`src/q2e_sqrt_cell.sv`:
```
// ----------------------------------------------------------------------------
// q2e_sqrt_cell: one digit of a pipelined integer square root
// Consumes the top two bits of the radicand and resolves one root bit.
// ----------------------------------------------------------------------------
module q2e_sqrt_cell #(
  parameter int NW = 32,
  parameter int RW = 19,
  parameter int QW = 16
) (
  input  logic          clk,
  input  logic          en,
  input  logic [NW-1:0] n_i,
  input  logic [RW-1:0] rem_i,
  input  logic [QW-1:0] root_i,
  output logic [NW-1:0] n_o,
  output logic [RW-1:0] rem_o,
  output logic [QW-1:0] root_o
);

  logic [RW-1:0] rem_sh;
  logic [RW-1:0] trial;
  logic [NW-1:0] n_nxt;
  logic [RW-1:0] rem_nxt;
  logic [QW-1:0] root_nxt;
  logic [NW-1:0] n_r;
  logic [RW-1:0] rem_r;
  logic [QW-1:0] root_r;

  // restoring step: try (root << 2) | 1 against the shifted remainder
  always_comb begin
    rem_sh = {rem_i[RW-3:0], n_i[NW-1:NW-2]};
    trial  = (RW'(root_i) << 2) | RW'(1);
    n_nxt  = n_i << 2;
    if (rem_sh >= trial) begin
      rem_nxt  = rem_sh - trial;
      root_nxt = {root_i[QW-2:0], 1'b1};
    end else begin
      rem_nxt  = rem_sh;
      root_nxt = {root_i[QW-2:0], 1'b0};
    end
  end

  always_ff @(posedge clk) begin
    if (en) begin
      n_r    <= n_nxt;
      rem_r  <= rem_nxt;
      root_r <= root_nxt;
    end
  end

  assign n_o    = n_r;
  assign rem_o  = rem_r;
  assign root_o = root_r;

endmodule

```
`config.mk`:
```
export PLATFORM = sky130hd
export DESIGN_NAME = q2e_sqrt_cell
export DESIGN_NICKNAME = d
export VERILOG_FILES = /design/src/q2e_sqrt_cell.sv
export SDC_FILE = /design/constraint.sdc
export NUM_CORES = 1
export LEC_CHECK = 0
export ABC_AREA = 0
export BUFFER_PORTS_ARGS = -buffer_cell sky130_fd_sc_hd__buf_2
export CORE_ASPECT_RATIO = 0.9
export CORE_MARGIN = 2
export CORE_UTILIZATION = 43
export DETAILED_ROUTE_END_ITERATION = 7
export PLACE_DENSITY = 0.77
export SLEW_MARGIN = 20
export SYNTH_ARGS = -nofsm -noshare
export SYNTH_HDL_FRONTEND = slang
export SYNTH_SLANG_ARGS = --single-unit
```
`constraint.sdc`:
```
create_clock -name clk -period 2.25 [get_ports clk]
set_clock_uncertainty 0.1 [all_clocks]
set_input_delay 0.1125 -clock clk [delete_from_list [all_inputs] [get_ports clk]]
set_output_delay 0.1125 -clock clk [all_outputs]
set_load 0.005 [all_outputs]
```
Word-level counts from Yosys, hierarchy flattened
Cells that the tools add are included.
Word-level totals
  flip-flop bits (word level): 65
  input bits: 69
  output and inout port bits: 67
  word-level logic and storage cells: 7
Cells by class
  add/subtract/negate cells: 1
  order comparisons: 1
  muxes and demuxes: 2
Operators by type and width (number)
  19-bit by 18-bit >= comparator with 1-bit output: 1
  19-bit 2-to-1 mux: 1
  19-bit by 18-bit subtractor with 19-bit output: 1
  1-bit 2-to-1 mux: 1

Depth between registers and ports, before layout
  depth in word-level cells: 2
  mapped depth: 10

Worst setup path before layout
No wires, ideal clock.
  kind: input -> register
  from: input root_i[14]
  to: register rem_r[10] (netlist: rem_o[10]), data pin
  library setup time: 0.260 ns
  data arrival time: 1.856 ns
  path slack: 0.034 ns
  stages on the path: 8
  cells stage by stage: inv_1 ha_1 a21o_1 a211o_1 a31oi_2 o21ai_1 a31oi_4 mux2_2
On the way
  cells in the longest elaborated chain, start to end: 2
RTL lines
  start, declared: line 14  | input logic [QW-1:0] root_i,
  19-bit by 18-bit >= comparator with 1-bit output: line 34  | if (rem_sh >= trial) begin
  19-bit 2-to-1 mux: line 34
  net rem_nxt[10]: line 23  | logic [RW-1:0] rem_nxt;
  end signal, assigned: line 46  | rem_r <= rem_nxt;
  end, declared: line 26  | logic [RW-1:0] rem_r;
The timed path passes the listed nets, and every way through them passes these cells.
A chain may end at the register's enable or synchronous reset.

Worst setup path after layout
  from: input root_i[3]
  to: register rem_r[18] (netlist: rem_o[18]), data pin
On the way
  cells in the longest elaborated chain, start to end: 2
RTL lines (line)
  19-bit by 18-bit subtractor with 19-bit output / 19-bit by 18-bit >= comparator with 1-bit output (equally long branches): 35, 34
  19-bit 2-to-1 mux *: 34
  net rem_nxt[18]: 23
Mark *: on every way through the listed nets, which the timed path passes. The rest lies on a longest branch.

==> impl_summary.log <==
INFO  metric yosys.area.top_type = sky130_fd_sc_hd__edfxtp_1
INFO  metric via_count = between 2000 and 3000
INFO  metric tritoncts = done
INFO  metric route.detailed.wl_per_inst = approximately 14 um
INFO  metric post_synth_most_frequent_cells = sky130_fd_sc_hd__edfxtp_1 (65), sky130_fd_sc_hd__inv_1 (22), sky130_fd_sc_hd__o21ai_0 (21), sky130_fd_sc_hd__ha_1 (18), sky130_fd_sc_hd__nand2_1 (17)
INFO  metric clock_tree.root_cell = sky130_fd_sc_hd__clkbuf_8
INFO  metric worst_setup_path_endpoint = rem_o[18]
INFO  metric synth-edff-count = between 60 and 70
INFO  metric yosysSeqAreaShare = 62.80%
INFO  metric total_switching_power = approximately 0.84 mW
INFO  metric cp.required = 2250 ps
INFO  metric ys_dominant_reg_cell = sky130_fd_sc_hd__edfxtp_1
INFO  metric fp.dieH = about 85 um
INFO  metric maximum_level_of_the_cts_h_tree = 3
INFO  metric finalSetupViolCount = 0
INFO  metric first_global_vias = 2665
INFO  metric combPwrFrac = about a fifth
INFO  metric setup_repair_after_global_routing_missed_its_margin = false
INFO  metric worstSetupPathDepth = 9
INFO  metric finalCritPeriodShare = 95.60%
INFO  metric worst_path_dominant_cell_family = compound AO/OA/AOI/OAI gates
INFO  metric power_density = 713.6 nW/um^2
INFO  metric p_int = roughly 2.7 mW
INFO  metric power_frac_seq = between 40% and 50%
INFO  metric post_synth_main_area_contributors = sky130_fd_sc_hd__edfxtp_1 (63%), sky130_fd_sc_hd__ha_1 (7.2%), sky130_fd_sc_hd__o21ai_0 (3.4%), sky130_fd_sc_hd__inv_1 (2.7%), sky130_fd_sc_hd__xor2_1 (2.5%)
INFO  metric clock_power_share = 37.5%
INFO  metric syn_area = between 3000 and 4000 um^2
INFO  metric route.detailed.drc = 0
INFO  metric drive_gt1_share = between 30% and 40%
INFO  metric critPathLaunchType = input pin
INFO  metric iteration_0_drc_markers = 100
INFO  metric synthDominantCellAreaShare = 62.80%
INFO  metric flow.area_growth_from_synthesis = 60.10%
INFO  metric final_period_minus_worst_setup_slack = between 2000 and 2500 ps
INFO  metric worst-path-buf-inv = 4
INFO  metric ant_nets = 0
INFO  metric criticalPathCategory = input pin to flip-flop
INFO  metric drt-total-wl = about 8100 um
INFO  metric die_w = 93.62 um
INFO  metric die-area = approximately 7900 um^2
INFO  metric nFillCells = a little over 500
INFO  metric ff_latch_area = around 2000 um^2
INFO  metric initial_antenna_violation_count = 0
INFO  metric clock_tree.buffer_depth = 2
INFO  metric gp_routability_congestion = between 0.8 and 0.9
INFO  metric yosys.cell_types.count = between 40 and 50
INFO  metric grt_usage = approximately a fifth
INFO  metric critical_path.slowest_cell = sky130_fd_sc_hd__dlygate4sd3_1
INFO  metric cp-end-kind = flip-flop
INFO  metric num_antenna_cells = 0
INFO  metric syn_area_per_cell = ~13 um^2
INFO  metric dp_hpwl = roughly 5200 um
INFO  metric worst-endpoint-arrival = about 2200 ps
INFO  metric hold_viol = 0
INFO  metric holdWs = ~29 ps
INFO  metric row_count = 29
INFO  metric setup-tns-final = 0 ps
INFO  metric worstPathCellList = dlygate4sd3_1, buf_2, inv_1, ha_4, buf_4, nor3_1, o211ai_1, a221o_1, a21o_1
INFO  metric multi_input_area = between 1000 and 1500 um^2
INFO  metric pin_count_of_the_biggest_net_entering_global_routing = 66
INFO  metric synth_most_common_cell = sky130_fd_sc_hd__edfxtp_1
INFO  metric placeableCoreArea = a little over 7000 um^2
INFO  metric worstSetupStartpoint = root_i[3]
INFO  metric vias_per_cell = roughly 4.8
INFO  metric yosysWarnings = 0
INFO  metric clock_sink_total = 65
INFO  metric clk_pin_slew_worst_paths = around 80 ps
INFO  metric total_leakage_power = roughly 2.3 nW
INFO  metric globalRoute.totalOverflow = 0
INFO  metric fmax = between 400 and 500 MHz
INFO  metric ios = between 100 and 150
INFO  metric ys_seq_elements = 65
INFO  metric ir_worst_vdd = 0.0004328 V
INFO  metric global_route_wire_length_before_repair = roughly 13000 um
INFO  metric drv_slew = 0
INFO  metric finalNetCount = approximately 550
INFO  metric drt_pass1_iterations = 4
INFO  metric worst_path_largest_cell_delay = about 520 ps
INFO  metric cts_buffers = 9
INFO  metric timing.hold.worst.class = input pin to flip-flop
INFO  metric asr_flop_ratio_synth = 0%
INFO  metric maxCapViolCount = 0
INFO  metric effective_utilization_at_floorplan = about 44%
INFO  metric swShare = between 20% and 30%
INFO  metric run_status = finished clean
INFO  metric worst-path-max-fanout = 5
INFO  metric postSynthCellCount = between 200 and 250
INFO  metric io_buffer_count = 131
==> worst min path at each step <==
stage,from,end,slack [ps],cells past startpoint
CTS,n_i[30],rem_o[0],10,2
detailed placement,n_i[17],n_o[19],190,1
finish,n_i[30],rem_o[0],30,2
floorplan,n_i[8],n_o[10],110,0
global route,n_i[30],rem_o[0],40,2
global placement,n_i[28],n_o[30],190,1
==> metrics by stage <==
step	worst slack, ps	power [mW]	instance area (um^2)	utilization [%]	instances
5_1_grt	2.868	3.704	4976	70.69	562
3_3_place_gp	-84.86	2.130	4091	58.12	487
4_1_cts	9.265	3.545	4947	70.28	562
3_5_place_dp	-168.5	2.146	4091	58.12	487
2_1_floorplan	33.81	1.828	3112	-	237
6_report	99.04	3.551	4976	70.69	562
==> layout by cell type, fill, tap and decap left out, types with 2 or more instances in the layout <==
cell                            instances
sky130_fd_sc_hd__a211o_1                2
sky130_fd_sc_hd__a21o_1                 9
sky130_fd_sc_hd__a21oi_1                7
sky130_fd_sc_hd__buf_2                131
sky130_fd_sc_hd__buf_4                 30
sky130_fd_sc_hd__bufinv_16              4
sky130_fd_sc_hd__clkbuf_8               9
sky130_fd_sc_hd__conb_1                 2
sky130_fd_sc_hd__dlygate4sd3_1         59
sky130_fd_sc_hd__edfxtp_1              65
sky130_fd_sc_hd__ha_1                  17
sky130_fd_sc_hd__inv_1                 22
sky130_fd_sc_hd__nand2_1               17
sky130_fd_sc_hd__nand2b_1               2
sky130_fd_sc_hd__nand3_1                4
sky130_fd_sc_hd__nor2_1                10
sky130_fd_sc_hd__nor3_1                 3
sky130_fd_sc_hd__o211ai_1               4
sky130_fd_sc_hd__o21a_1                 3
sky130_fd_sc_hd__o21ai_0               20
sky130_fd_sc_hd__o21ai_1                2
sky130_fd_sc_hd__o22ai_1                2
sky130_fd_sc_hd__or3_1                  2
sky130_fd_sc_hd__xnor2_1                5
sky130_fd_sc_hd__xor2_1                 9
==> per-layer routing <==
layer / part of all wire, % / GRT usage [%] / vias up
met5: 0 / 0 / -
met4: 1.4 / 7.773 / 0
met3: 6.5 / 4.219 / 11
met2: 49 / 35.38 / 99
met1: 43 / 25.13 / 1254
li1: - / - / 1329
==> registers in the layout, indices dropped and copies added, names as in the netlist <==
signal	count
n_o	30
rem_o	19
root_o	16
==> area by class of cell <==
type                       count  area share, %
clock buffer                   9          2.489
clock inverter                 7          2.841
inverter                      22          1.660
multi-input combinational    144          21.25
sequential                    65          39.23
tap                           93          2.338
timing repair buffer         222          30.20
==> cells by family after synthesis <==
family / after synthesis / share of synthesized area [%]
AOI/OAI and AO/OA: 62 / 13.65
xor gates and xnor gates: 14 / 3.945
adders and majority gates: 18 / 7.247
buffers and inverters: 28 / 4.106
DFF: 65 / 62.80
muxes: 2 / 0.6844
other: 1 / 0.1207
and+or+nand+nor: 46 / 7.448
==> power by group through the flow <==
stage	combinational [mW]	clock [mW]	sequential (mW)
finish	0.712	1.33	1.51
global route	0.787	1.40	1.52
CTS	0.698	1.34	1.51
detailed placement	0.612	0	1.53
global placement	0.599	0	1.53
floorplan	0.272	0	1.56
==> what timing repair did <==
| item | CTS | global route |
|---|---|---|
| hold buffers | 59 | 0 |
| endpoints found under the setup margin | 0 | 15 |
| buffers inserted | 0 | 0 |
| resized for setup | 0 | 6 |
| endpoints found under the hold margin | 59 | 0 |
No activity file was read; power rests on OpenSTA's default activity.
