## config.mk

```make
export PLATFORM = sky130hd
export DESIGN_NAME = q2e_cordic_cell
export DESIGN_NICKNAME = d
export VERILOG_FILES = /design/src/q2e_pkg.sv /design/src/q2e_cordic_cell.sv
export SDC_FILE = /design/constraint.sdc
export NUM_CORES = 1
export LEC_CHECK = 0
export BUFFER_PORTS_ARGS = -buffer_cell sky130_fd_sc_hd__buf_2
export CAP_MARGIN = 20
export CORE_MARGIN = 5
export CORE_UTILIZATION = 25
export DETAILED_ROUTE_END_ITERATION = 16
export HOLD_SLACK_MARGIN = 0.1
export PLACE_DENSITY_LB_ADDON = 0.08
export SLEW_MARGIN = 20
export SYNTH_ARGS = -nofsm -noshare
export SYNTH_HDL_FRONTEND = slang
export SYNTH_SLANG_ARGS = --single-unit
```

## constraint.sdc

```tcl
create_clock -name clk -period 3.6 [get_ports clk]
set_input_delay 0.36 -clock clk [delete_from_list [all_inputs] [get_ports clk]]
set_output_delay 0.36 -clock clk [all_outputs]
set_load 0.02 [all_outputs]
```

## src/q2e_pkg.sv

```systemverilog
// ----------------------------------------------------------------------------
// q2e_pkg: shared constants for the quaternion to Euler angle unit
// Holds the CORDIC arctangent table and the fixed angle widths.
// ----------------------------------------------------------------------------
package q2e_pkg;

  // angle accumulator width, 2^31 = pi
  localparam int ANG_W = 32;
  // output binary angle width, 2^15 = pi
  localparam int BAM_W = 16;
  // number of table entries
  localparam int TAB_N = 32;

  // atan(2^-i) in units of 2^-31 pi
  localparam logic [ANG_W-1:0] ATAN_TAB [TAB_N] = '{
    32'h20000000, 32'h12E4051E, 32'h09FB385B, 32'h051111D4,
    32'h028B0D43, 32'h0145D7E1, 32'h00A2F61E, 32'h00517C55,
    32'h0028BE53, 32'h00145F2F, 32'h000A2F98, 32'h000517CC,
    32'h00028BE6, 32'h000145F3, 32'h0000A2FA, 32'h0000517D,
    32'h000028BE, 32'h0000145F, 32'h00000A30, 32'h00000518,
    32'h0000028C, 32'h00000146, 32'h000000A3, 32'h00000051,
    32'h00000029, 32'h00000014, 32'h0000000A, 32'h00000005,
    32'h00000003, 32'h00000001, 32'h00000001, 32'h00000000
  };

  // half turn start value for a negated vector
  localparam logic [ANG_W-1:0] ANG_PI = 32'h80000000;
  // rounding offset for the 16-bit angle
  localparam logic [ANG_W-1:0] BAM_RND = 32'h00008000;
  // pitch limits, a quarter turn
  localparam logic signed [BAM_W-1:0] PITCH_MAX = 16'sd16384;
  localparam logic signed [BAM_W-1:0] PITCH_MIN = -16'sd16384;

endpackage

```

## src/q2e_cordic_cell.sv

```systemverilog
// ----------------------------------------------------------------------------
// q2e_cordic_cell: one vectoring CORDIC micro-rotation
// Rotates toward the x axis by atan(2^-STAGE) and updates the angle.
// ----------------------------------------------------------------------------
module q2e_cordic_cell #(
  parameter int XW    = 21,
  parameter int STAGE = 0
) (
  input  logic                        clk,
  input  logic                        en,
  input  logic signed [XW-1:0]        x_i,
  input  logic signed [XW-1:0]        y_i,
  input  logic [q2e_pkg::ANG_W-1:0]   z_i,
  input  logic                        zero_i,
  output logic signed [XW-1:0]        x_o,
  output logic signed [XW-1:0]        y_o,
  output logic [q2e_pkg::ANG_W-1:0]   z_o,
  output logic                        zero_o
);

  localparam logic [q2e_pkg::ANG_W-1:0] ATAN_K = q2e_pkg::ATAN_TAB[STAGE];

  logic signed [XW-1:0]      xs, ys, x_nxt, y_nxt, x_r, y_r;
  logic [q2e_pkg::ANG_W-1:0] z_nxt, z_r;
  logic                      zero_r;

  // direction follows the sign of y
  always_comb begin
    xs = x_i >>> STAGE;
    ys = y_i >>> STAGE;
    if (y_i > 0) begin
      x_nxt = x_i + ys;
      y_nxt = y_i - xs;
      z_nxt = z_i + ATAN_K;
    end else begin
      x_nxt = x_i - ys;
      y_nxt = y_i + xs;
      z_nxt = z_i - ATAN_K;
    end
  end

  always_ff @(posedge clk) begin
    if (en) begin
      x_r    <= x_nxt;
      y_r    <= y_nxt;
      z_r    <= z_nxt;
      zero_r <= zero_i;
    end
  end

  assign x_o    = x_r;
  assign y_o    = y_r;
  assign z_o    = z_r;
  assign zero_o = zero_r;

endmodule

```

Yosys cells after proc, flatten, opt, wreduce, memory -nomap -nowiden
Cells that the tools add are included.
{"block": "totals", "wordCells": 13, "regBits": 75, "input_bits": 77, "output_inout_bits": 75}
{"block": "classes", "n_mux": 3, "addsub": 5, "n_lt_le_gt_ge": 1}
{"op": "$mux 21", "count": 2}
{"op": "$sub 21x21->21", "count": 2}
{"op": "$add 32x30->32 const B", "count": 1}
{"op": "$mux 32", "count": 1}
{"op": "$sub 32x30->32 const B", "count": 1}
{"op": "$add 21x21->21", "count": 1}
{"op": "$gt 21x1->1 const B", "count": 1}

Longest topological paths before layout
{"block": "logic_depth", "ltp_word": 2, "mapped_depth": 12, "depth_no_buf": 11}

Worst setup path before layout
No wires, ideal clock.
{"block": "synth_path", "path_type": "input to register", "start": "in x_i[8]", "end": "reg x_r[18], in the netlist x_o[18], data pin", "path_buffers": 1, "required_time_ps": 3331, "path_slack_ps": 1008, "t_arrival_ps": 2323, "path_stages": 11, "cell_sequence": "inv_1 ha_1 buf_6 or4_4 nor3_2 o31a_2 nor2_2 o41ai_2 a311o_2 a22oi_2 xor2_1"}
{"block": "synth_via", "elab_chain_len": 2, "word_cells_on_any_way": 3}
{"element": "from (decl)", "line_no": "q2e_cordic_cell.sv:11", "source": "input logic signed [XW-1:0] x_i,"}
{"element": "$sub 21x21->21 or $add 21x21->21 (tied branches)", "line_no": "q2e_cordic_cell.sv:36, q2e_cordic_cell.sv:32"}
{"element": "$mux 21 (*)", "line_no": "q2e_cordic_cell.sv:31", "source": "if (y_i > 0) begin"}
{"element": "net x_nxt[18]", "line_no": "q2e_cordic_cell.sv:23", "source": "logic signed [XW-1:0] xs, ys, x_nxt, y_nxt, x_r, y_r;"}
{"element": "to (signal assigned)", "line_no": "q2e_cordic_cell.sv:44", "source": "x_r <= x_nxt;"}
{"element": "to (decl)", "line_no": "q2e_cordic_cell.sv:23"}
The timed path passes the listed nets; every way through them passes the cells marked *.
A chain may end at the register's enable or synchronous reset.

Final worst setup path
{"block": "layout_path", "start": "in x_i[8]", "end": "reg y_r[19], in the netlist y_o[19], data pin"}
{"block": "layout_via", "elab_chain_len": 2, "word_cells_on_any_way": 3}
{"element": "$add 21x21->21 or $sub 21x21->21 (tied branches)", "line_no": "q2e_cordic_cell.sv:37, q2e_cordic_cell.sv:33"}
{"element": "$mux 21 (*)", "line_no": "q2e_cordic_cell.sv:31"}
{"element": "net y_nxt[19]", "line_no": "q2e_cordic_cell.sv:23"}
{"element": "to (signal assigned)", "line_no": "q2e_cordic_cell.sv:45", "source": "y_r <= y_nxt;"}
{"element": "to (decl)", "line_no": "q2e_cordic_cell.sv:23"}
Marked as above.

==> flow_summary.json <==
{
  "routabilityCongestion": 0.843,
  "avgSynthCellArea_um2": 9.60,
  "hpwlAfterDp_mm": 15.2,
  "cts_htree_levels": 3,
  "switching_share": 0.329,
  "final_common_cell": "buf_2",
  "viasPerCell": 4.77,
  "final_cell_mix": "buf_2, edfxtp_1, a21oi_1, inv_1, ha_1",
  "fp.coreArea_um2": 22400,
  "synth_seq_area_share": 0.393,
  "ys_async_sr_fraction": 0,
  "fin_crit_ns": 2.86,
  "synthCells": 589,
  "die_h_um": 160,
  "hold_violations": 0,
  "p_switching_w": 0.00100,
  "fin_crit_sh": 0.795,
  "drive_gt1_frac": 0.258,
  "hp-class": "in2reg",
  "pwr-share-seq": 0.369,
  "timing.fmax_mhz": 350,
  "overflow": 0,
  "synth_flop_cell": "edfxtp_1",
  "antenna_found_initial": 0,
  "fin_nets": 873,
  "initial_core_util": 0.252,
  "worst_setup_path_start_kind": "input port",
  "ys_seq_elements": 74,
  "ys_types": 63,
  "cts_root_buf": "clkbuf_16",
  "maxCapViolations": 0,
  "cts_tree": "yes",
  "grt_pass1_vias": 4830,
  "dp_cells": 1006,
  "cts_num_sinks": 74,
  "hold_path.startpoint": "z_i[20]",
  "syn-cell-area_um2": 5660,
  "port-buffer-count": 151,
  "clk_pin_slew_ns": 0.06,
  "syn_to_final_growth_pct": 24.4,
  "drtIter0Drc": 342,
  "grt_pass1_wl_mm": 28.1,
  "slew_violations": 0,
  "vias": 4873,
  "synth-edff-count": 74,
  "p_clk_frac": 0.312,
  "num_rows": 55,
  "cts_resized": 0,
  "fin_cells": 1022,
  "ant_nets": 0,
  "p_int_w": 0.00204,
  "firstDrtPassIters": 5,
  "relSlewSlack": 0.491,
  "clockBufferDepth": 2,
  "setup_viol": 0,
  "power_leakage_nw": 3.12,
  "powerDensity_nw_per_um2": 433,
  "cts_buffers": 9,
  "syn_nets": 730,
  "fp.dieW_um": 160,
  "worstHoldPathCells": 1,
  "wl_per_cell_um": 18.1,
  "required_ns": 3.67,
  "synth_warnings": 0,
  "hold_buffers": 0,
  "worst_pin_slew_ns": 0.744,
  "comb_power_share": 0.318,
  "outcome": "completed",
  "dieArea_um2": 25700,
  "cp_max_fo": 17,
  "rsz0062_at_grt": "false",
  "postCtsSetupRepairBufs": 0,
  "max-vdd-ir-drop_uv": 191,
  "final.setup.tns_ns": 0,
  "critical_path_class": "in2reg",
  "grt_usage": 0.138,
  "drcViolationCount": 0,
  "antenna_cells": 0,
  "holdPathEnd": "z_o[20]",
  "grt_start_max_net_pins": 37,
  "io_pins": 152,
  "arrival_ns": 2.93,
  "wl_mm": 18.5,
  "end_kind": "flop"
}
==> sequential cells by signal (all words and copies together), names as in the netlist <==
signal,count
x_o,21
zero_o,1
y_o,20
z_o,32
==> worst max-delay path, stage by stage <==
cell	delay [ns]
buf_2	0.10
inv_1	0.04
ha_1	0.51
or4_4	0.58
o21ai_0	0.18
a21oi_1	0.09
o311ai_0	0.63
a221oi_1	0.22
xor2_1	0.20
==> logic make-up (layout without fill, tap and decap cells) <==
family / Yosys count / count (layout) / synth area share
compound gates: 182 / 182 / 0.207
xor+xnor: 41 / 41 / 0.0635
simple gates: 126 / 126 / 0.109
mux: 7 / 7 / 0.0124
buf+inv: 95 / 243 / 0.0684
flops: 74 / 74 / 0.393
fa+ha+maj: 64 / 64 / 0.147
==> layer usage <==
layer	up-vias	part of all wire	GRT usage
met2	167	0.40	0.196
met3	15	0.056	0.0267
met5	-	0	0
met1	2298	0.53	0.216
li1	2393	-	-
met4	0	0.012	0.0309
==> cell type report <==
class	instances	area, um2
Clock inverter	6	90.1
Multi-Input combinational cell	420	3050
Clock buffer	10	229
Sequential cell	74	2220
Tap cell	285	357
Fill cell	2381	15400
Timing Repair Buffer	161	843
Inverter	66	248
==> worst max-delay path by stage <==
| stage | end | slack [ns] | startpoint |
|---|---|---|---|
| 2_1_floorplan | x_o[18] | 1.01 | x_i[8] |
| 3_3_place_gp | y_o[19] | 0.41 | x_i[8] |
| 3_5_place_dp | y_o[18] | 0.43 | x_i[8] |
| 4_1_cts | y_o[19] | 0.79 | x_i[8] |
| 5_1_grt | y_o[19] | 0.58 | x_i[8] |
| 6_report | y_o[19] | 0.74 | x_i[8] |
==> Yosys cell counts (2+ instances only) <==
| master | count | area (um2) |
|---|---|---|
| edfxtp_1 | 74 | 2220 |
| a21oi_1 | 68 | 340 |
| inv_1 | 65 | 244 |
| ha_1 | 60 | 751 |
| nor2_1 | 42 | 158 |
| o21ai_0 | 35 | 175 |
| xnor2_1 | 31 | 272 |
| nand2_1 | 29 | 109 |
| buf_2 | 15 | 75.1 |
| a21o_1 | 11 | 82.6 |
| clkbuf_1 | 11 | 41.3 |
| nor2b_1 | 11 | 68.8 |
| nor3_1 | 10 | 50.1 |
| o21bai_1 | 10 | 75.1 |
| xor2_1 | 10 | 87.6 |
| a211oi_1 | 8 | 60.1 |
| mux2i_1 | 7 | 70.1 |
| nor4_1 | 7 | 43.8 |
| nand4_1 | 6 | 37.5 |
| a211o_1 | 5 | 43.8 |
| o31ai_1 | 5 | 37.5 |
| a2111oi_0 | 4 | 35.0 |
| fa_1 | 4 | 80.1 |
| o21a_1 | 4 | 30.0 |
| a22oi_1 | 3 | 22.5 |
| a31oi_1 | 3 | 18.8 |
| nand2b_1 | 3 | 18.8 |
| nand3_1 | 3 | 15.0 |
| or2_2 | 3 | 18.8 |
| or3_1 | 3 | 18.8 |
| a221oi_1 | 2 | 17.5 |
| and3_1 | 2 | 12.5 |
| o2111a_1 | 2 | 22.5 |
| o21ai_1 | 2 | 10.0 |
| o221ai_1 | 2 | 17.5 |
| o311ai_0 | 2 | 17.5 |
==> per-stage QoR <==
step	setup slack [ns]	utilization	cell area (um2)	hold WS [ns]	power [W]
after floorplan	1.01	-	5660	0.459	0.00175
after global placement	0.412	0.299	6720	0.537	0.00211
after detailed placement	0.430	0.299	6720	0.538	0.00212
after CTS	0.785	0.314	7040	0.185	0.00309
after global routing	0.576	0.314	7040	0.181	0.00322
final	0.740	0.314	7040	0.207	0.00304
==> power groups by stage <==
stage / sequential [W] / clock (W) / combinational (W)
final: 0.00112 / 0.000950 / 0.000969
after global routing: 0.00114 / 0.00103 / 0.00106
after CTS: 0.00113 / 0.000989 / 0.000972
after detailed placement: 0.00115 / 0 / 0.000969
after global placement: 0.00114 / 0 / 0.000970
after floorplan: 0.00129 / 0 / 0.000455
(Power assumes the default switching activity.)
