$ cat config.mk
export PLATFORM = sky130hd
export DESIGN_NAME = q2e_vec_prep
export DESIGN_NICKNAME = d
export VERILOG_FILES = /design/src/q2e_pkg.sv /design/src/q2e_vec_prep.sv
export SDC_FILE = /design/constraint.sdc
export NUM_CORES = 1
export LEC_CHECK = 0
export ABC_AREA = 1
export BUFFER_PORTS_ARGS = -buffer_cell sky130_fd_sc_hd__buf_2
export CORE_MARGIN = 2
export CORE_UTILIZATION = 48
export DETAILED_ROUTE_END_ITERATION = 10
export HOLD_SLACK_MARGIN = 0.12
export MAX_ROUTING_LAYER = met4
export PLACE_DENSITY = 0.81
export SYNTH_ARGS = -nofsm -noshare
export SYNTH_HDL_FRONTEND = slang
export SYNTH_SLANG_ARGS = --single-unit
$ cat constraint.sdc
create_clock -name clk -period 1.3 [get_ports clk]
set_input_delay 0.13 -clock clk [delete_from_list [all_inputs] [get_ports clk]]
set_output_delay 0.13 -clock clk [all_outputs]
set_load 0.1 [all_outputs]
$ cat src/q2e_pkg.sv
// ----------------------------------------------------------------------------
// q2e_pkg: shared constants for the quaternion to Euler angle unit
// Holds the CORDIC arctangent table and the fixed angle widths.
// ----------------------------------------------------------------------------
package q2e_pkg;

  // angle accumulator width, 2^31 = pi
  localparam int ANG_W = 32;
  // output binary angle width, 2^15 = pi
  localparam int BAM_W = 16;
  // number of table entries
  localparam int TAB_N = 32;

  // atan(2^-i) in units of 2^-31 pi
  localparam logic [ANG_W-1:0] ATAN_TAB [TAB_N] = '{
    32'h20000000, 32'h12E4051E, 32'h09FB385B, 32'h051111D4,
    32'h028B0D43, 32'h0145D7E1, 32'h00A2F61E, 32'h00517C55,
    32'h0028BE53, 32'h00145F2F, 32'h000A2F98, 32'h000517CC,
    32'h00028BE6, 32'h000145F3, 32'h0000A2FA, 32'h0000517D,
    32'h000028BE, 32'h0000145F, 32'h00000A30, 32'h00000518,
    32'h0000028C, 32'h00000146, 32'h000000A3, 32'h00000051,
    32'h00000029, 32'h00000014, 32'h0000000A, 32'h00000005,
    32'h00000003, 32'h00000001, 32'h00000001, 32'h00000000
  };

  // half turn start value for a negated vector
  localparam logic [ANG_W-1:0] ANG_PI = 32'h80000000;
  // rounding offset for the 16-bit angle
  localparam logic [ANG_W-1:0] BAM_RND = 32'h00008000;
  // pitch limits, a quarter turn
  localparam logic signed [BAM_W-1:0] PITCH_MAX = 16'sd16384;
  localparam logic signed [BAM_W-1:0] PITCH_MIN = -16'sd16384;

endpackage

$ cat src/q2e_vec_prep.sv
// ----------------------------------------------------------------------------
// q2e_vec_prep: vector setup ahead of a CORDIC chain
// Folds a left-half-plane vector into the right half and flags (0,0).
// ----------------------------------------------------------------------------
module q2e_vec_prep #(
  parameter int XW = 21
) (
  input  logic                        clk,
  input  logic                        en,
  input  logic signed [XW-1:0]        x_i,
  input  logic signed [XW-1:0]        y_i,
  output logic signed [XW-1:0]        x_o,
  output logic signed [XW-1:0]        y_o,
  output logic [q2e_pkg::ANG_W-1:0]   z_o,
  output logic                        zero_o
);

  logic signed [XW-1:0]      x_nxt, y_nxt, x_r, y_r;
  logic [q2e_pkg::ANG_W-1:0] z_nxt, z_r;
  logic                      zero_nxt, zero_r;

  // negate a left-half-plane vector into the right half and start at pi, else start at zero
  always_comb begin
    zero_nxt = (x_i == '0) && (y_i == '0);
    if (x_i < 0) begin
      x_nxt = -x_i;
      y_nxt = -y_i;
      z_nxt = q2e_pkg::ANG_PI;
    end else begin
      x_nxt = x_i;
      y_nxt = y_i;
      z_nxt = '0;
    end
  end

  always_ff @(posedge clk) begin
    if (en) begin
      x_r    <= x_nxt;
      y_r    <= y_nxt;
      z_r    <= z_nxt;
      zero_r <= zero_nxt;
    end
  end

  assign x_o    = x_r;
  assign y_o    = y_r;
  assign z_o    = z_r;
  assign zero_o = zero_r;

endmodule

======== Word level (Yosys, flattened, before mapping) ========
Cells that the tools add are included.
storage, ports and cells
  bits in registers ....................... 75
  latch bits .............................. 0
  RAM bits ................................ 0
  ROM bits ................................ 0
  logic and storage cells ................. 13
  memories kept ........................... 0
operators by class
  add/subtract/negate cells ............... 2
  multipliers ............................. 0
  divide/modulo/power cells ............... 0
  magnitude comparators ................... 1
  equality and inequality tests ........... 0
  shift operators ......................... 0
  multiplexer cells ....................... 3
  bitwise logic cells ..................... 0
  reductions and logical operators ........ 3
operators with widths
  kind                                                                   number
  21-bit zero test                                                       2
  21-bit two-way mux                                                     2
  21-bit negator                                                         2
  32-bit two-way mux                                                     1
  21-bit by 1-bit < comparator with 1-bit output, second input constant  1
  1-bit logical AND                                                      1

======== Logic depth before layout (Yosys ltp) ========
Gate-level depths: netlist (run 1).
  word-level depth ........................ 2
  gate-level depth with buffers ........... 9

======== Worst setup path before layout (run 1) ========
No wires, ideal clock.
  path kind ............................... input to register
  start point ............................. input port y_i[0]
  end point ............................... register y_r[10], in the netlist y_o[10] (data pin)
  library setup time ...................... 257 ps
  data arrival time ....................... 923 ps
  required time ........................... 1043 ps
  slack ................................... 120 ps
  stages on the path ...................... 6
  path through ............................ inv_1 ha_1 nand2_2 o21ai_2 nand2_1 xor2_1
on the way
  word-level cells in the longest chain between the ends .. 2
RTL lines
  item                  RTL line            RTL
  from (decl)           q2e_vec_prep.sv:11  input logic signed [XW-1:0] y_i,
  21-bit negator        q2e_vec_prep.sv:27  y_nxt = -y_i;
  21-bit two-way mux    q2e_vec_prep.sv:25  if (x_i < 0) begin
  named net y_nxt[10]   q2e_vec_prep.sv:18  logic signed [XW-1:0] x_nxt, y_nxt, x_r, y_r;
  to (signal assigned)  q2e_vec_prep.sv:39  y_r <= y_nxt;
  to (decl)             q2e_vec_prep.sv:18
The timed path passes the listed nets, and every way through them passes these cells.
A chain may end at the register's enable or synchronous reset.

======== Worst setup path after layout (run 1) ========
  start point ............................. register x_r[20], in the netlist x_o[20]
  end point ............................... output port x_o[20]
RTL lines
  item                    RTL line            RTL
  from (decl)             q2e_vec_prep.sv:18
  from (signal assigned)  q2e_vec_prep.sv:38  x_r <= x_nxt;
  to (decl)               q2e_vec_prep.sv:12  output logic signed [XW-1:0] x_o,
No word-level cell between the ends.

==> key figures, run 1 <==
Clock network
  – CTS tree: yes
  – Post_cts resized: 0
  – CTS Buffer Depth: 2
  – Setup bufs post-CTS: 0
  – CTS clock-pin slew for the worst setup and hold paths: 0.08 ns
  – Clk sink count: 44
  – Clock root buffer: clkbuf_8
  – H-tree depth: 2
  – Num CTS Buffers: 5

Power
  – Comb power frac: 0.399
  – Clock power share: 0.246
  – Switching pwr: 2.21 mW
  – PwrDens: 1480 nW/um^2
  – Internal: 2.76 mW
  – Leak: 1.58 nW
  – Power Total: 4.97 mW
  – Switch share: 0.445
  – VDD IR-drop max: 623 uV
  – Sequential power share: 0.354

Synth
  – Post-Syn Area: 2750 um^2
  – Ys Warns: 0
  – Post-synthesis cell count: 309
  – Share of the synthesized area in the top cell type: 0.480
  – Post-synth ARST share: 0
  – EDFF count, synth: 44
  – #FFs+latches synth: 44
  – Largest cells by area after synthesis: edfxtp_1 (48%), nand2_1 (10%), buf_4 (9.0%), nand3_1 (5.1%), nor2_1 (4.6%)
  – Synth cell types: 26
  – Top_reg_cell synth: edfxtp_1
  – Leading area contributor after synthesis: edfxtp_1
  – Post-synthesis sequential area ratio: 0.480
  – Synthesized area per cell: 8.90 um^2

Timing
  – Setup repair after global routing missed its margin: no
  – Tmin final: 1.23 ns
  – Fmax: 814 MHz
  – Hold Vio Cnt, Final: 0
  – Slew Limit Fails: 0
  – WHS: 0.137 ns
  – Fin crit share: 0.945
  – Final setup fails: 0

Finish
  – Most common cell after layout, fill and taps aside: buf_2
  – Most frequent cells in the layout: buf_2 (87), nand2_1 (76), edfxtp_1 (44)
  – Final #Nets: 453
  – Non-filler instance count after layout: 479
  – Synth-to-layout area growth: 22.2%
  – Share of post-route cells with drive strength above 1: 0.297
  – Diode count: 0
  – Fillers: 467

Critical path
  – Crit path buf inv count: 1
  – Worst EP arrival: 1.10 ns
  – CP Launch Type: flip-flop
  – Worst path top cell family by delay: buffers and inverters
  – Sequence of cells on the critical path: buf_2
  – Critical Path Max Stage Delay: 0.44 ns
  – Path type of the worst setup path: flip-flop to primary output
  – Slowest CP cell: buf_2
  – CP Depth: 1
  – CP required: 1.17 ns
  – Crit Path Max Fanout: 1
  – Worst setup EP type: primary output

Global routing
  – Antenna violations before repair: 0
  – Largest net degree at the start of global routing: 45
  – First-pass GRT wire length: 8900 um
  – GRT Residual Overflow: 0
  – GRT Total Usage: 0.189
  – Vias in the first global route: 2053

Worst hold path
  – Hold EP: y_o[16]
  – Worst hold path class: input port to flip-flop
  – Hold path start: y_i[16]
  – Hold path depth: 3

Routing
  – Pre-Repair DR Iteration Count: 4
  – Vias after detailed routing: 2359
  – WL final: 5990 um
  – # DRC: 0
  – Via density: 4.92
  – Routed len/inst: 12.5 um
  – DRT antenna net count: 0
  – DRT iter0 DRCs: 146

Status
  – Status: finished clean

Die
  – Core ar.: 5510 um^2
  – Die area: 6350 um^2
  – Die Wd: 79.7 um
  – Num rows: 27
  – Starting Density: 0.499
  – I/O Pins: 119
  – Die height: 79.7 um

Flow run
  – Max-cap violations: 0

Place
  – Port bufs: 87
  – Placed cell count: 468
  – DP HPWL: 4410 um
  – GPL Wtd Cong: 0.932
==> power by group through the flow <==
stage | registers, mW | logic (mW) | clock network [mW]
4_1_cts | 1.76 | 1.98 | 1.24
5_1_grt | 1.77 | 2.05 | 1.31
3_5_place_dp | 1.79 | 1.97 | 0
2_1_floorplan | 2.80 | 0.714 | 0
6_report | 1.76 | 1.98 | 1.22
3_3_place_gp | 1.79 | 1.95 | 0
==> routing by layer <==
| layer | GRT usage | wire, um | up-vias | share of wire |
|---|---|---|---|---|
| met3 | 0.0498 | 522 | 15 | 0.087 |
| met4 | 0.0845 | 136 | 0 | 0.023 |
| li1 | - | - | 1132 | - |
| met1 | 0.217 | 2390 | 1084 | 0.40 |
| met5 | - | 0 | - | 0 |
| met2 | 0.313 | 2940 | 128 | 0.49 |
==> cell usage after synthesis (5+ instances only) <==
cell and n:
nand4_1 5, xnor2_1 13, nor2_1 34, o21ai_0 8, nand3_1 28, edfxtp_1 44, nand2_2 7, inv_1 26
buf_4 33, xor2_1 8, nand2_1 76
==> per-stage QoR <==
step | utilization | setup TNS (ns) | worst slack, ns | instance area, um^2
4_1_cts | 0.611 | 0 | 0.0825 | 3360
5_1_grt | 0.611 | 0 | 0.0344 | 3360
3_5_place_dp | 0.580 | -0.210 | -0.0890 | 3190
2_1_floorplan | - | 0 | 0.120 | 2860
3_3_place_gp | 0.580 | -0.104 | -0.0614 | 3190
6_report | 0.611 | 0 | 0.0720 | 3360
==> what timing repair did <==
item,in CTS,in global routing
endpoints found under the setup margin,0,0
hold buffers,4,0
hold endpoints to repair,4,0
==> registers in the layout (all words and copies together) (netlist names) <==
register	cells
zero_o	1
x_o	21
z_o	1
y_o	21
==> cells by family (layout without fill, tap and decap cells) <==
| family | after synthesis | in the layout | share of synthesized area |
|---|---|---|---|
| flip-flops | 44 | 44 | 0.480 |
| AND/OR/NAND/NOR | 165 | 165 | 0.277 |
| adder cells (fa/ha/maj) | 2 | 2 | 0.00910 |
| AO/OA/AOI/OAI | 13 | 13 | 0.0291 |
| XOR/XNOR | 22 | 22 | 0.0728 |
| buffers and inverters | 62 | 130 | 0.131 |
| other | 1 | 31 | 0.00136 |
==> how the worst max path moves through the flow <==
stage | start | endpoint | slack, ns
2_1_floorplan | y_i[0] | y_o[10] | 0.12
3_3_place_gp | x_i[1] | x_o[18] | -0.06
4_1_cts | y_o[9] | y_o[9] | 0.08
5_1_grt | x_o[20] | x_o[20] | 0.03
6_report | x_o[20] | x_o[20] | 0.07
3_5_place_dp | x_i[1] | x_o[14] | -0.09
==> area by class of cell <==
cell class	instances	area, um^2	share of cell area
repair buffers	96	538	0.160
multi-input cells	233	1180	0.352
inverters	27	101	0.0301
clock inverters	2	60.1	0.0179
clock buffers	5	68.8	0.0205
flip-flops and latches	44	1320	0.393
well taps	72	90.1	0.0268
(Power assumes the default switching activity.)
==> run 2, diff against run 1 <==
--- a/config.mk
+++ b/config.mk
@@ -7,9 +7,11 @@
 export LEC_CHECK = 0
 export ABC_AREA = 1
 export BUFFER_PORTS_ARGS = -buffer_cell sky130_fd_sc_hd__buf_2
+export CORE_ASPECT_RATIO = 1.4
 export CORE_MARGIN = 2
 export CORE_UTILIZATION = 48
 export DETAILED_ROUTE_END_ITERATION = 10
+export GPL_TIMING_DRIVEN = 0
 export HOLD_SLACK_MARGIN = 0.12
 export MAX_ROUTING_LAYER = met4
 export PLACE_DENSITY = 0.81
==> key figures, run 2 (same netlist as run 1, synthesis figures left out) <==
Timing
  – Worst rel slew slack: 0.373
  – Slew Limit Fails: 0
  – Hold Vio Cnt, Final: 0
  – Slew @ Worst Pin: 0.940 ns
  – Tmin final: 1.20 ns
  – Fin crit share: 0.926
  – Fmax: 831 MHz
  – Setup ws final: 0.0961 ns
  – Setup TNS Final: 0 ns
  – Final setup fails: 0
  – Setup repair after global routing missed its margin: no
  – WHS: 0.141 ns

Routing
  – DRT iter0 DRCs: 253
  – # DRC: 0
  – WL final: 6370 um
  – DRT antenna net count: 0
  – Vias after detailed routing: 2437
  – Routed len/inst: 12.6 um
  – Via density: 4.82
  – Pre-Repair DR Iteration Count: 4

Place
  – DP HPWL: 4920 um
  – Pre-CTS WS: -0.0993 ns
  – Port bufs: 87
  – Placed cell count: 494
  – GPL Wtd Cong: 0.828

Clock network
  – H-tree depth: 2
  – Clk sink count: 44
  – CTS Buffer Depth: 2
  – Num CTS Buffers: 5
  – CTS clock-pin slew for the worst setup and hold paths: 0.09 ns
  – CTS tree: yes
  – Clock root buffer: clkbuf_8
  – Post_cts resized: 0

Critical path
  – Worst setup EP type: primary output
  – Path type of the worst setup path: flip-flop to primary output
  – Worst setup path start: y_o[8]
  – CP required: 1.17 ns
  – Sequence of cells on the critical path: buf_2
  – CP Launch Type: flip-flop
  – Slowest CP cell: buf_2
  – CP Depth: 1
  – Crit path buf inv count: 1
  – Worst EP arrival: 1.07 ns
  – CP Capture Point: y_o[8]
  – Worst path top cell family by delay: buffers and inverters
  – Crit Path Max Fanout: 1
  – Critical Path Max Stage Delay: 0.43 ns

Worst hold path
  – Worst hold path class: input port to flip-flop
  – Hold path depth: 3

Power
  – PwrDens: 1460 nW/um^2
  – Leak: 1.74 nW
  – VDD IR-drop max: 495 uV

Finish
  – Register Area: 1320 um^2
  – Most frequent cells in the layout: buf_2 (89), nand2_1 (76), edfxtp_1 (44)
  – Fillers: 441
  – Multi-input logic area: 1180 um^2
  – Synth-to-layout area growth: 30.3%
  – Share of post-route cells with drive strength above 1: 0.347
  – Most common cell after layout, fill and taps aside: buf_2
  – Non-filler instance count after layout: 506
  – Final #Nets: 483
  – Diode count: 0

Die
  – Die height: 93.6 um
  – I/O Pins: 119
  – Die area: 6360 um^2
  – Starting Density: 0.498
  – Num rows: 32
  – Core ar.: 5530 um^2
  – Die Wd: 68.0 um

Flow run
  – Max-cap violations: 0

Global routing
  – GRT Residual Overflow: 0
  – Largest net degree at the start of global routing: 45
  – Vias in the first global route: 2434
  – First-pass GRT wire length: 10500 um
  – GRT Total Usage: 0.223
  – Antenna violations before repair: 0

Status
  – Status: finished clean
## run 2: cell count changes in the layout (fill, tap and decap cells not counted)
cell,change
buf_4,+30
bufinv_16,+1
buf_12,-2
buf_2,+2
## run 2: area by class of cell
class / count / area share
clock buffer: 5 / 0.0192
buffer: 35 / 0.0720
clock inverter: 3 / 0.0251
tap: 68 / 0.0238
timing repair buffer: 91 / 0.133
inverter: 27 / 0.0283
multi-input combinational: 233 / 0.330
sequential: 44 / 0.369
## run 2: power by group
group	switching (mW)	leakage (nW)	internal (mW)
clock	0.462	0.0784	0.961
combinational	1.73	1.23	0.325
sequential	0.0311	0.430	1.73
## run 2: how the worst min path moves through the flow
stage,from,end,slack (ns)
after floorplan,x_i[0],x_o[0],0.23
after global placement,x_i[0],x_o[0],0.32
after detailed placement,y_i[0],y_o[0],0.33
after CTS,y_i[16],y_o[16],0.13
after global routing,y_i[5],y_o[5],0.15
final,y_i[16],y_o[16],0.14
## run 2: what timing repair did
item | CTS | global route
endpoints found under the hold margin | 4 | 0
buffers inserted | 0 | 0
hold buffers | 4 | 0
setup endpoints to repair | 0 | 0
## run 2: per-layer routing
metal	share of wire	vias up	global-route usage
met4	0.023	0	0.0733
met1	0.34	1090	0.223
met2	0.56	136	0.426
li1	-	1195	-
met5	0	-	-
met3	0.078	16	0.0265
## run 2: stage by stage
stage / instance area, um^2 / total power, mW / util
5_1_grt: 3580 / 5.40 / 0.648
6_report: 3580 / 5.24 / 0.648
3_5_place_dp: 3380 / 3.83 / 0.612
4_1_cts: 3580 / 5.25 / 0.648
2_1_floorplan: 2860 / 3.52 / -
3_3_place_gp: 3380 / 3.80 / 0.612
